<file path="config.mk">
export PLATFORM = sky130hd
export DESIGN_NAME = radix_integer_to_ascii_unit_flat
export DESIGN_NICKNAME = d
export VERILOG_FILES = /design/src/rtl/core/ritoa_pkg.sv /design/src/rtl/core/ritoa_if.sv /design/src/rtl/core/ritoa_ram.sv /design/src/rtl/core/radix_integer_to_ascii_unit.sv /design/src/flat_wrapper.sv
export SDC_FILE = /design/constraint.sdc
export NUM_CORES = 1
export LEC_CHECK = 0
export BUFFER_PORTS_ARGS = -buffer_cell sky130_fd_sc_hd__buf_2
export CELL_PAD_IN_SITES_DETAIL_PLACEMENT = 0
export CELL_PAD_IN_SITES_GLOBAL_PLACEMENT = 1
export CORE_ASPECT_RATIO = 1.75
export CORE_MARGIN = 2
export CORE_UTILIZATION = 45
export DETAILED_ROUTE_END_ITERATION = 16
export PLACE_DENSITY = 0.82
export SYNTH_ARGS = -nofsm -noshare
export SYNTH_HDL_FRONTEND = slang
export SYNTH_SLANG_ARGS = --single-unit
</file>
<file path="constraint.sdc">
create_clock -name clk -period 23.3 [get_ports clk]
set_clock_uncertainty 0.15 [all_clocks]
set_input_delay 3.495 -clock clk [delete_from_list [all_inputs] [get_ports clk]]
set_output_delay 3.495 -clock clk [all_outputs]
set_load 0.05 [all_outputs]
</file>
<file path="src/rtl/core/ritoa_pkg.sv">
// ----------------------------------------------------------------------------
// ritoa_pkg
// Shared widths, constants and the digit-to-character lookup for the
// radix integer to ascii unit.
// ----------------------------------------------------------------------------
package ritoa_pkg;

  localparam int VALUE_W       = 64;
  localparam int RADIX_W       = 6;
  localparam int CHAR_W        = 8;
  localparam int DIGIT_W       = 6;

  localparam int VALUE_BITS_DEF = 64;
  localparam int MAX_DIGITS_DEF = 64;

  // dividend bits consumed per division cycle
  localparam int BITS_PER_STEP = 8;

  localparam logic [RADIX_W-1:0] RADIX_RESET = 6'd10;
  localparam logic [RADIX_W-1:0] RADIX_MIN   = 6'd2;
  localparam logic [RADIX_W-1:0] RADIX_MAX   = 6'd36;

  localparam logic [CHAR_W-1:0] CHAR_ZERO   = 8'h30;
  localparam logic [CHAR_W-1:0] CHAR_LOWER_A = 8'h61;
  localparam logic [DIGIT_W-1:0] DIGIT_TEN  = 6'd10;
  localparam logic [DIGIT_W-1:0] DIGIT_LIMIT = 6'd36;

  // 0..9 -> '0'..'9', 10..35 -> 'a'..'z', anything else -> 0
  function automatic logic [CHAR_W-1:0] digit_to_char(input logic [DIGIT_W-1:0] d);
    logic [CHAR_W-1:0] c;
    begin
      if (d < DIGIT_TEN) begin
        c = CHAR_ZERO + {2'b00, d};
      end else if (d < DIGIT_LIMIT) begin
        c = CHAR_LOWER_A + {2'b00, d} - {2'b00, DIGIT_TEN};
      end else begin
        c = '0;
      end
      return c;
    end
  endfunction

endpackage

</file>
<file path="src/rtl/core/ritoa_if.sv">
// ----------------------------------------------------------------------------
// ritoa channel interfaces
// Valid/ready channels for the value input, the character output and the
// radix configuration write.
// ----------------------------------------------------------------------------
interface ritoa_in_if;
  logic                         valid;
  logic                         ready;
  logic [ritoa_pkg::VALUE_W-1:0] value;

  modport source (output valid, output value, input ready);
  modport sink   (input valid, input value, output ready);
endinterface

interface ritoa_out_if;
  logic                          valid;
  logic                          ready;
  logic [ritoa_pkg::CHAR_W-1:0]  digit_char;
  logic                          last;
  logic                          empty_res;

  modport source (output valid, output digit_char, output last, output empty_res,
                  input ready);
  modport sink   (input valid, input digit_char, input last, input empty_res,
                  output ready);
endinterface

interface ritoa_cfg_if;
  logic                          valid;
  logic                          ready;
  logic [ritoa_pkg::RADIX_W-1:0] radix;

  modport source (output valid, output radix, input ready);
  modport sink   (input valid, input radix, output ready);
endinterface

</file>
<file path="src/rtl/core/ritoa_ram.sv">
// ----------------------------------------------------------------------------
// ritoa_ram
// Generic single-write, single-read RAM with registered read data.
// ----------------------------------------------------------------------------
module ritoa_ram #(
  parameter int WIDTH = ritoa_pkg::DIGIT_W,
  parameter int DEPTH = ritoa_pkg::MAX_DIGITS_DEF
) (
  input  logic                     clk,
  input  logic                     we,
  input  logic [$clog2(DEPTH)-1:0] waddr,
  input  logic [WIDTH-1:0]         wdata,
  input  logic [$clog2(DEPTH)-1:0] raddr,
  output logic [WIDTH-1:0]         rdata
);

  logic [WIDTH-1:0] mem [DEPTH];
  logic [WIDTH-1:0] rdata_r;

  always_ff @(posedge clk) begin
    if (we) begin
      mem[waddr] <= wdata;
    end
    rdata_r <= mem[raddr];
  end

  assign rdata = rdata_r;

endmodule

</file>
<file path="src/rtl/core/radix_integer_to_ascii_unit.sv">
// ----------------------------------------------------------------------------
// radix_integer_to_ascii_unit
// Converts an unsigned integer to ascii digits in a base from 2 to 36.
// ----------------------------------------------------------------------------
// usage:
//   cfg_ch  : writes the radix (reset 10); only 2..36 convert, any other base
//             returns one word with empty_res and last set and digit_char 0
//   in_ch   : one word per value; only the low VALUE_BITS bits are used
//   out_ch  : one word per character, most significant digit first, last set
//             on the final character; zero gives the single character '0'
// timing:
//   a shared 8-bit-per-cycle restoring divider divides the whole value by the
//   radix once for each digit, digits go to a small ram
//   the characters are then read back from the ram, each one as a ram read,
//   then an output word
//   in_ch.ready is high only while idle, one value is in flight at a time
//   at most MAX_DIGITS digits are kept (the least significant ones)
// reset: returns to idle, radix goes to 10, no output word pending
// stall: the output word holds while out_ch.ready is low
// ----------------------------------------------------------------------------
module radix_integer_to_ascii_unit #(
  parameter int VALUE_BITS = ritoa_pkg::VALUE_BITS_DEF,
  parameter int MAX_DIGITS = ritoa_pkg::MAX_DIGITS_DEF
) (
  input  logic       clk,
  input  logic       rst_n,
  ritoa_cfg_if.sink  cfg_ch,
  ritoa_in_if.sink   in_ch,
  ritoa_out_if.source out_ch
);
  import ritoa_pkg::*;

  localparam int BPS       = BITS_PER_STEP;
  localparam int DIV_STEPS = (VALUE_BITS + BPS - 1) / BPS;
  localparam int QW        = DIV_STEPS * BPS;
  localparam int STEP_W    = $clog2(DIV_STEPS + 1);
  localparam int AW        = $clog2(MAX_DIGITS);
  localparam int CNT_W     = $clog2(MAX_DIGITS + 1);

  localparam logic [1:0] S_IDLE = 2'd0;
  localparam logic [1:0] S_DIV  = 2'd1;
  localparam logic [1:0] S_READ = 2'd2;
  localparam logic [1:0] S_OUT  = 2'd3;

  logic [1:0]         state_r, state_nxt;
  logic [QW-1:0]      work_r, work_nxt;
  logic [DIGIT_W-1:0] rem_r, rem_nxt;
  logic [STEP_W-1:0]  step_r, step_nxt;
  logic [CNT_W-1:0]   count_r, count_nxt;
  logic               empty_r, empty_nxt;
  logic [RADIX_W-1:0] radix_r;

  logic [DIGIT_W-1:0] rem_v;
  logic [DIGIT_W:0]   trial;
  logic [BPS-1:0]     qbits;
  logic [QW-1:0]      work_div;
  logic               step_last;
  logic               radix_ok;
  logic [CNT_W-1:0]   cnt_inc, cnt_dec;
  logic               in_acc, out_acc;

  logic               ram_we;
  logic [DIGIT_W-1:0] ram_rdata;

  assign radix_ok  = (radix_r >= RADIX_MIN) && (radix_r <= RADIX_MAX);
  assign step_last = (step_r == STEP_W'(DIV_STEPS - 1));
  assign cnt_inc   = count_r + CNT_W'(1);
  assign cnt_dec   = count_r - CNT_W'(1);

  assign in_ch.ready  = (state_r == S_IDLE);
  assign cfg_ch.ready = 1'b1;
  assign in_acc       = in_ch.valid && in_ch.ready;
  assign out_acc      = out_ch.valid && out_ch.ready;

  // eight restoring division steps on the top byte of the work register
  always_comb begin
    rem_v = rem_r;
    trial = '0;
    qbits = '0;
    for (int i = 0; i < BPS; i++) begin
      trial = {rem_v, work_r[QW-1-i]};
      if (trial >= {1'b0, radix_r}) begin
        qbits[BPS-1-i] = 1'b1;
        trial = trial - {1'b0, radix_r};
      end
      rem_v = trial[DIGIT_W-1:0];
    end
  end

  assign work_div = (work_r << BPS) | QW'(qbits);
  assign ram_we   = (state_r == S_DIV) && step_last;

  ritoa_ram #(
    .WIDTH(DIGIT_W),
    .DEPTH(MAX_DIGITS)
  ) u_digits (
    .clk  (clk),
    .we   (ram_we),
    .waddr(count_r[AW-1:0]),
    .wdata(rem_v),
    .raddr(cnt_dec[AW-1:0]),
    .rdata(ram_rdata)
  );

  always_comb begin
    state_nxt = state_r;
    work_nxt  = work_r;
    rem_nxt   = rem_r;
    step_nxt  = step_r;
    count_nxt = count_r;
    empty_nxt = empty_r;
    unique case (state_r)
      S_IDLE: begin
        if (in_acc) begin
          rem_nxt   = '0;
          step_nxt  = '0;
          count_nxt = '0;
          if (radix_ok) begin
            work_nxt  = QW'(in_ch.value[VALUE_BITS-1:0]);
            empty_nxt = 1'b0;
            state_nxt = S_DIV;
          end else begin
            work_nxt  = '0;
            empty_nxt = 1'b1;
            state_nxt = S_OUT;
          end
        end
      end
      S_DIV: begin
        work_nxt = work_div;
        if (step_last) begin
          rem_nxt   = '0;
          step_nxt  = '0;
          count_nxt = cnt_inc;
          // a zero value still gets its one digit
          if ((work_div == '0) || (cnt_inc >= CNT_W'(MAX_DIGITS))) begin
            state_nxt = S_READ;
          end
        end else begin
          rem_nxt  = rem_v;
          step_nxt = step_r + STEP_W'(1);
        end
      end
      S_READ: begin
        state_nxt = S_OUT;
      end
      S_OUT: begin
        if (out_acc) begin
          if (out_ch.last) begin
            state_nxt = S_IDLE;
          end else begin
            count_nxt = cnt_dec;
            state_nxt = S_READ;
          end
        end
      end
      default: begin
        state_nxt = S_IDLE;
      end
    endcase
  end

  always_ff @(posedge clk) begin
    if (!rst_n) begin
      state_r <= S_IDLE;
      work_r  <= '0;
      count_r <= '0;
      step_r  <= '0;
      empty_r <= 1'b0;
      radix_r <= RADIX_RESET;
    end else begin
      state_r <= state_nxt;
      work_r  <= work_nxt;
      count_r <= count_nxt;
      step_r  <= step_nxt;
      empty_r <= empty_nxt;
      if (cfg_ch.valid && cfg_ch.ready) begin
        radix_r <= cfg_ch.radix;
      end
    end
  end

  always_ff @(posedge clk) begin
    rem_r <= rem_nxt;
  end

  // ram read address stays put during S_OUT, so its data holds under stall
  assign out_ch.valid      = (state_r == S_OUT);
  assign out_ch.digit_char = empty_r ? '0 : digit_to_char(ram_rdata);
  assign out_ch.last       = empty_r || (count_r == CNT_W'(1));
  assign out_ch.empty_res  = empty_r;

endmodule

</file>
<file path="src/flat_wrapper.sv">
// flat-port wrapper written by rule: the top's interface ports become plain ports
module radix_integer_to_ascii_unit_flat import ritoa_pkg::*;
#(
  parameter int VALUE_BITS = ritoa_pkg::VALUE_BITS_DEF,
  parameter int MAX_DIGITS = ritoa_pkg::MAX_DIGITS_DEF
)
  (clk, rst_n, cfg_ch_valid, cfg_ch_radix, cfg_ch_ready, in_ch_valid, in_ch_value, in_ch_ready, out_ch_valid, out_ch_digit_char, out_ch_last, out_ch_empty_res, out_ch_ready);
  ritoa_cfg_if cfg_ch_i ();
  ritoa_in_if in_ch_i ();
  ritoa_out_if out_ch_i ();
  input  logic clk;
  input  logic rst_n;
  input wire logic [$bits(cfg_ch_i.valid)-1:0] cfg_ch_valid;
  input wire logic [$bits(cfg_ch_i.radix)-1:0] cfg_ch_radix;
  output wire logic [$bits(cfg_ch_i.ready)-1:0] cfg_ch_ready;
  input wire logic [$bits(in_ch_i.valid)-1:0] in_ch_valid;
  input wire logic [$bits(in_ch_i.value)-1:0] in_ch_value;
  output wire logic [$bits(in_ch_i.ready)-1:0] in_ch_ready;
  output wire logic [$bits(out_ch_i.valid)-1:0] out_ch_valid;
  output wire logic [$bits(out_ch_i.digit_char)-1:0] out_ch_digit_char;
  output wire logic [$bits(out_ch_i.last)-1:0] out_ch_last;
  output wire logic [$bits(out_ch_i.empty_res)-1:0] out_ch_empty_res;
  input wire logic [$bits(out_ch_i.ready)-1:0] out_ch_ready;
  assign cfg_ch_i.valid = cfg_ch_valid;
  assign cfg_ch_i.radix = cfg_ch_radix;
  assign cfg_ch_ready = cfg_ch_i.ready;
  assign in_ch_i.valid = in_ch_valid;
  assign in_ch_i.value = in_ch_value;
  assign in_ch_ready = in_ch_i.ready;
  assign out_ch_valid = out_ch_i.valid;
  assign out_ch_digit_char = out_ch_i.digit_char;
  assign out_ch_last = out_ch_i.last;
  assign out_ch_empty_res = out_ch_i.empty_res;
  assign out_ch_i.ready = out_ch_ready;
  radix_integer_to_ascii_unit #(.VALUE_BITS(VALUE_BITS), .MAX_DIGITS(MAX_DIGITS)) u_core (.clk(clk), .rst_n(rst_n), .cfg_ch(cfg_ch_i), .in_ch(in_ch_i), .out_ch(out_ch_i));
endmodule
</file>
# == After elaboration in Yosys (flattened, before gate mapping) ==
# Memory sizes are Yosys's and may differ from the RTL's. A register that Yosys moved wholly into a read port is not among the register bits.
# Cells that the tools add are included.
# totals
register_bits,90
mem_bits_rw,384
input_bits,75
output_inout_bits,13
word_cells,103
n_memories,1
# op_classes
addsub,14
order_cmp,13
n_eq_ne,10
mux,43
n_bitwise,1
reduce_logical,14
# mem_list
name,depth,width,rd,rd_clocked_by_memory_dff,write_ports,line,source
u_core.u_digits.mem,64,6,1,1,1,ritoa_ram.sv:17,logic [WIDTH-1:0] mem [DEPTH];
# op_table
cell,count
$mux W64,2
$pmux W64 S2,1
$logic_not A64 Y1,1
$or A64 B8 Y64,1
$mux W6,10
$ge A7 B6 Y1,8
$sub A6 B6 Y6,8
$mux W7,4
$mux W8,3
$pmux W7 S3,1
$mux W2,6
$pmux W6 S2,1
$mux W1,11
$add A7 B6 Y8 const A,1
$mux W4,2
$ne A2 B2 Y1 const B,4
$pmux W2 S4,1
$pmux W4 S2,1
$sub A8 B4 Y8 const B,1
$add A6 B6 Y7 const A,1
$add A7 B1 Y7 const B,1
$eq A7 B1 Y1 const B,1
$ge A7 B7 Y1 const B,1
$sub A7 B1 Y7 const B,1
17 further kinds,23

# == Depth between registers and ports, before layout ==
# logic_depth
ltp_word,22
ltp_mapped,80
depth_no_buf,77

# == Modules after synthesis ==
# From an unflattened synthesis, not the netlist that was laid out.
# unflattened
cells_unflattened,1562
area_unflattened_um2,22467.8
# modules_own_cells
module,instances,cells_each,area_per_inst_um2,seq_area_each_um2
ritoa_ram,1,720,15225.9,11651.2
radix_integer_to_ascii_unit,1,842,7241.9,1861.8

# == Least setup slack after synthesis ==
# OpenSTA, ideal clock, no wires.
# synth_path
path_type,flip-flop to flip-flop
startpoint,reg u_core.radix_r[1]
endpoint,mem u_core.u_digits.mem[0][2] (netlist name) (data pin)
setup_ps,548
arrival_time_ps,16697
required_ps,22602
slack_ps,5904
stages_incl_launch_ff,74
n_path_buf,3
synth_period_minus_slack_ps,17396
path_cell_list,dfxtp_1 > inv_1 > ha_1 > nor2_1 > a21boi_1 > o21a_1 > buf_6 > mux2_2 > ha_1 > and3_1 > and3_1 > o31ai_2 > nand2_1 > nor2_2 > a21oi_1 > ha_1 > a211oi_1 > o21ai_0 > (+38 left out) > o21ai_0 > nand2b_1 > a21o_1 > a21o_1 > a211oi_1 > nor3b_1 > or2_2 > nand2_2 > a21oi_1 > ha_1 > a21o_1 > a21o_1 > a21o_1 > a21o_1 > a211oi_1 > o221a_2 > a21oi_1 > a21oi_1
# synth_via
elab_chain_cells,16
word_cells_on_any_way,24
classes_between,add/sub (8); order compare (8); mux (8)
# synth_lines
element,line,source
from (decl),radix_integer_to_ascii_unit.sv:51,logic [RADIX_W-1:0] radix_r;
from (signal assigned),radix_integer_to_ascii_unit.sv:178,radix_r <= cfg_ch.radix;
$sub A6 B6 Y6 or $ge A7 B6 Y1 (tied branches),"radix_integer_to_ascii_unit.sv:84, radix_integer_to_ascii_unit.sv:82",
$mux W6,radix_integer_to_ascii_unit.sv:82,"if (trial >= {1'b0, radix_r}) begin"
$sub A6 B6 Y6 or $ge A7 B6 Y1 (tied branches),"radix_integer_to_ascii_unit.sv:84, radix_integer_to_ascii_unit.sv:82",
$mux W6,radix_integer_to_ascii_unit.sv:82,
$sub A6 B6 Y6 or $ge A7 B6 Y1 (tied branches),"radix_integer_to_ascii_unit.sv:84, radix_integer_to_ascii_unit.sv:82",
$mux W6,radix_integer_to_ascii_unit.sv:82,
$sub A6 B6 Y6 or $ge A7 B6 Y1 (tied branches),"radix_integer_to_ascii_unit.sv:84, radix_integer_to_ascii_unit.sv:82",
$mux W6,radix_integer_to_ascii_unit.sv:82,
$sub A6 B6 Y6 or $ge A7 B6 Y1 (tied branches),"radix_integer_to_ascii_unit.sv:84, radix_integer_to_ascii_unit.sv:82",
$mux W6,radix_integer_to_ascii_unit.sv:82,
$ge A7 B6 Y1 or $sub A6 B6 Y6 (tied branches),"radix_integer_to_ascii_unit.sv:82, radix_integer_to_ascii_unit.sv:84",
$mux W6,radix_integer_to_ascii_unit.sv:82,
$sub A6 B6 Y6 or $ge A7 B6 Y1 (tied branches),"radix_integer_to_ascii_unit.sv:84, radix_integer_to_ascii_unit.sv:82",
$mux W6,radix_integer_to_ascii_unit.sv:82,
$sub A6 B6 Y6 or $ge A7 B6 Y1 (tied branches),"radix_integer_to_ascii_unit.sv:84, radix_integer_to_ascii_unit.sv:82",
$mux W6 (*),radix_integer_to_ascii_unit.sv:82,
named net u_core.trial[2],radix_integer_to_ascii_unit.sv:54,logic [DIGIT_W:0] trial;
to (decl),ritoa_ram.sv:17,
# The timed path passes the listed nets; every way through them passes the cells marked *.

# == Worst setup path after layout ==
# layout_path
startpoint,reg u_core.radix_r[1]
endpoint,mem u_core.u_digits.mem[12][0] (netlist name) (data pin)
# layout_via
elab_chain_cells,16
word_cells_on_any_way,23
classes_between,add/sub (7); order compare (8); mux (8)
# layout_lines
element,line
$sub A6 B6 Y6 or $ge A7 B6 Y1 (tied branches),"radix_integer_to_ascii_unit.sv:84, radix_integer_to_ascii_unit.sv:82"
$mux W6,radix_integer_to_ascii_unit.sv:82
$sub A6 B6 Y6 or $ge A7 B6 Y1 (tied branches),"radix_integer_to_ascii_unit.sv:84, radix_integer_to_ascii_unit.sv:82"
$mux W6,radix_integer_to_ascii_unit.sv:82
$sub A6 B6 Y6 or $ge A7 B6 Y1 (tied branches),"radix_integer_to_ascii_unit.sv:84, radix_integer_to_ascii_unit.sv:82"
$mux W6,radix_integer_to_ascii_unit.sv:82
$sub A6 B6 Y6 or $ge A7 B6 Y1 (tied branches),"radix_integer_to_ascii_unit.sv:84, radix_integer_to_ascii_unit.sv:82"
$mux W6,radix_integer_to_ascii_unit.sv:82
$sub A6 B6 Y6 or $ge A7 B6 Y1 (tied branches),"radix_integer_to_ascii_unit.sv:84, radix_integer_to_ascii_unit.sv:82"
$mux W6,radix_integer_to_ascii_unit.sv:82
$ge A7 B6 Y1 or $sub A6 B6 Y6 (tied branches),"radix_integer_to_ascii_unit.sv:82, radix_integer_to_ascii_unit.sv:84"
$mux W6,radix_integer_to_ascii_unit.sv:82
$sub A6 B6 Y6 or $ge A7 B6 Y1 (tied branches),"radix_integer_to_ascii_unit.sv:84, radix_integer_to_ascii_unit.sv:82"
$mux W6,radix_integer_to_ascii_unit.sv:82
$ge A7 B6 Y1 (*),radix_integer_to_ascii_unit.sv:82
$mux W6 (*),radix_integer_to_ascii_unit.sv:82
named net u_core.trial[0],radix_integer_to_ascii_unit.sv:54
# Marks and branches as above.

==> metrics <==
outcome=complete, no violations; crit path capture type=flip-flop; Crit Path Max Fanout=36; CTS H-Tree Depth=2; Core Area=48460 sq um; predominant post-synthesis flop cell=sky130_fd_sc_hd__edfxtp_1; number of distinct standard cells referenced by the synthesized netlist=79; Slew Limit Headroom=19.48%; NumNets Final=1697; Post-CTS Setup Bufs=0; share of synthesized flip-flops with an asynchronous set or reset=0%; sequential share of the synthesized area=61.50%; final hold vios=0; total clock sinks=480; total negative setup slack=0 ps; total half-perimeter wirelength after legalization and detailed placement=39700 um; Worst path top cell family by delay=compound AO/OA/AOI/OAI gates; final critical delay including setup and external delays=19560 ps; met3 Usage GRT=3.233%; worst min path class=flip-flop to flip-flop; Cell Area, Synth=21970 sq um; average wire per standard cell=25.42 um; clk root buf=sky130_fd_sc_hd__clkbuf_16; startpoint type of the worst setup path=flip-flop; register area=13520 sq um; top cells by area, synth=sky130_fd_sc_hd__edfxtp_1 (53%), sky130_fd_sc_hd__mux4_2 (13%), sky130_fd_sc_hd__dfxtp_1 (8.2%); actual transition at the worst max-transition pin=1208 ps; effective utilization at floorplan=45.34%; count of flip-flops with a built-in enable after synthesis=390; number of buffers and inverters on the critical path=4; final setup vio count=0; net count after synthesis=1631; count of input and output buffers=86; final core utilization=50.75%; Most Used Layer, Global Route=met2; Hold Crit Start=u_core.radix_r[5]; Slowest cell on crit path=sky130_fd_sc_hd__dfxtp_1; total CTS buffers=42; routability-driven placement congestion ratio=0.9494; post-CTS resize count=0; DRT antenna net count=0; unrepaired setup endpoints after global routing=no; Hold-fix buffers, CTS=0; Routed Wire Length=57180 um; met2 GRT Util=41.96%; average via count per standard cell=6.028; number of maximum-capacitance constraint violations=0; proportion of netlist area held by the largest area contributor=53.30%; Worst Hold Path EP=u_core.radix_r[5]; maximum number of pins on one net before global-route repair=80; final number of max-transition violations=0; worst hold path depth=2; Worst R2R End=u_core.u_digits.mem[12][0]; number of flip-flops and latches in the synthesized netlist=480; detailed-route via count=13560; Remaining Overflow, GRT=0; wire length of the first global-routing pass=85910 um; area taken by multi-input logic gates=8066 sq um; height of the chip=296.3 um; syn_area_per_cell=14.74 sq um; Fmax achieved=51.13 MHz; growth of design area from synthesis to finish=11.93%; number of warnings printed during yosys synthesis=0; TritonCTS clock tree=yes; synthesized netlist cell count=1491; clock-pin slew on the worst setup and hold paths=70 ps; DRT Pass-1 Iters=10; number of antenna violations at the first check in global routing=5; Die ar.=50680 sq um; row cnt=107; worst endpoint required time=23470 ps; vias in the first global route=14020; # DRC=0; insertion delay to the later sink of the worst-skew pair=560 ps; Max stage delay on crit path=700 ps; Detailed Route Iter0 Violations=1377; cell taking the most area after synthesis=sky130_fd_sc_hd__edfxtp_1; part of the cycle the worst path needs=83.95%; startpoint of the lowest-slack register-to-register path=u_core.radix_r[1]; Total Routing Usage GR=22.88%; Max Root-Sink Buffers=3; share of layout cells above drive strength 1=21.26%; crit path kind=flip-flop to flip-flop; number of top-level pins=88; Arrival @ worst endpoint=19730 ps; GR Util met1=24.50%; Worst R2R Path Depth=73; setup slack, reg-to-reg=3740 ps; die boundary width=171.0 um; number of fill cells=4032
## flip-flops by register name (all words and copies together), names as in the netlist
signal and count:
u_core.state_r 2, u_core.out_ch.empty_res 1, u_core.u_digits.rdata 6, u_core.work_r 64
u_core.rem_r 6, u_core.count_r 7, u_core.step_r 4, u_core.radix_r 6
u_core.u_digits.mem 384
## metrics by stage
step	hold slack (ps)	setup WS [ps]	cell area, sq um	instances
detailed placement	337.5	3879	23100	2167
floorplan	310.4	5904	21970	1491
finish	347.1	3740	24600	2249
global route	377.4	2246	24600	2249
CTS	352.0	3856	24580	2244
global placement	325.1	4372	23100	2167
## per-layer routing
layer,share of wire [%],up-vias
met3,4.8,158
met1,34,6877
met5,0,-
met2,55,479
met4,6.6,0
li1,-,6043
## worst register-to-register path, delay by kind of cell, from the launching register on
kind / cells / cell delay (ps)
multiplexers: 2 / 820
flip-flops: 1 / 700
adder cells (fa/ha/maj): 8 / 2400
AND/OR/NAND/NOR: 20 / 3950
buffers and inverters: 4 / 1150
AO/OA/AOI/OAI: 39 / 10170
## cells by family after synthesis
family | synth area share [%]
mux | 14.10
xor+xnor | 1.475
buf+inv | 2.186
fa+ha+maj | 3.974
other cells | 0.01707
flops | 61.50
compound gates | 8.257
simple gates | 8.490
## synth_stat cells (all sizes together) (10+ instances only)
master    n
edfxtp  390
xnor2    22
dfxtp    90
mux2i    13
xor2     15
a21o     15
mux2     11
nand2    53
nor4     17
nor2    192
nor3     45
a221oi   31
mux4    126
o21ai    41
clkbuf   59
a21oi    47
nor2b    17
inv      44
nand2b   17
o211ai   10
buf      19
nand4    10
ha       57
a211oi   11
nand3    13
a222oi   32
## final cells by class
cell class / instances / area share, %
flip-flops and latches: 480 / 54.95
well taps: 654 / 3.327
inverters: 44 / 0.6715
diodes: 5 / 0.05087
repair buffers: 100 / 2.177
multi-input cells: 889 / 32.80
clock inverters: 21 / 1.195
clock buffers: 56 / 4.828
## worst max path at each step
stage                            startpoint                         end  slack, ps  depth (start not counted)
after floorplan           u_core.radix_r[1]   u_core.u_digits.mem[0][2]       5900                         73
after global placement    u_core.radix_r[1]  u_core.u_digits.mem[15][0]       4370                         73
after detailed placement  u_core.radix_r[1]  u_core.u_digits.mem[12][0]       3880                         73
after CTS                 u_core.radix_r[1]   u_core.u_digits.mem[4][0]       3860                         73
after global routing      u_core.radix_r[1]   u_core.u_digits.mem[4][0]       2250                         74
final                     u_core.radix_r[1]  u_core.u_digits.mem[12][0]       3740                         73
## layout by cell type, fill, tap and decap left out, drive strengths merged, types with 4 or more instances in the layout
cell / instances
nor4: 17
or2: 5
nand2: 53
a211oi: 11
edfxtp: 390
dfxtp: 90
a22oi: 4
o21ai: 41
nand2b: 17
nor2b: 17
nand3: 13
o211a: 7
buf: 100
mux2i: 13
xor2: 15
clkbuf: 56
bufinv: 7
nor2: 192
fa: 8
and3: 6
nor3: 45
mux2: 11
a221oi: 31
ha: 57
a222oi: 32
clkinv: 10
a21o: 15
inv: 45
o211ai: 10
a21boi: 6
xnor2: 22
mux4: 126
or3: 5
nand4: 10
o21a: 9
a21oi: 47
diode: 5
Power is left out: the tool's default activity adds up to more than one toggle a clock period on the data nets, which glitch-free logic cannot reach.
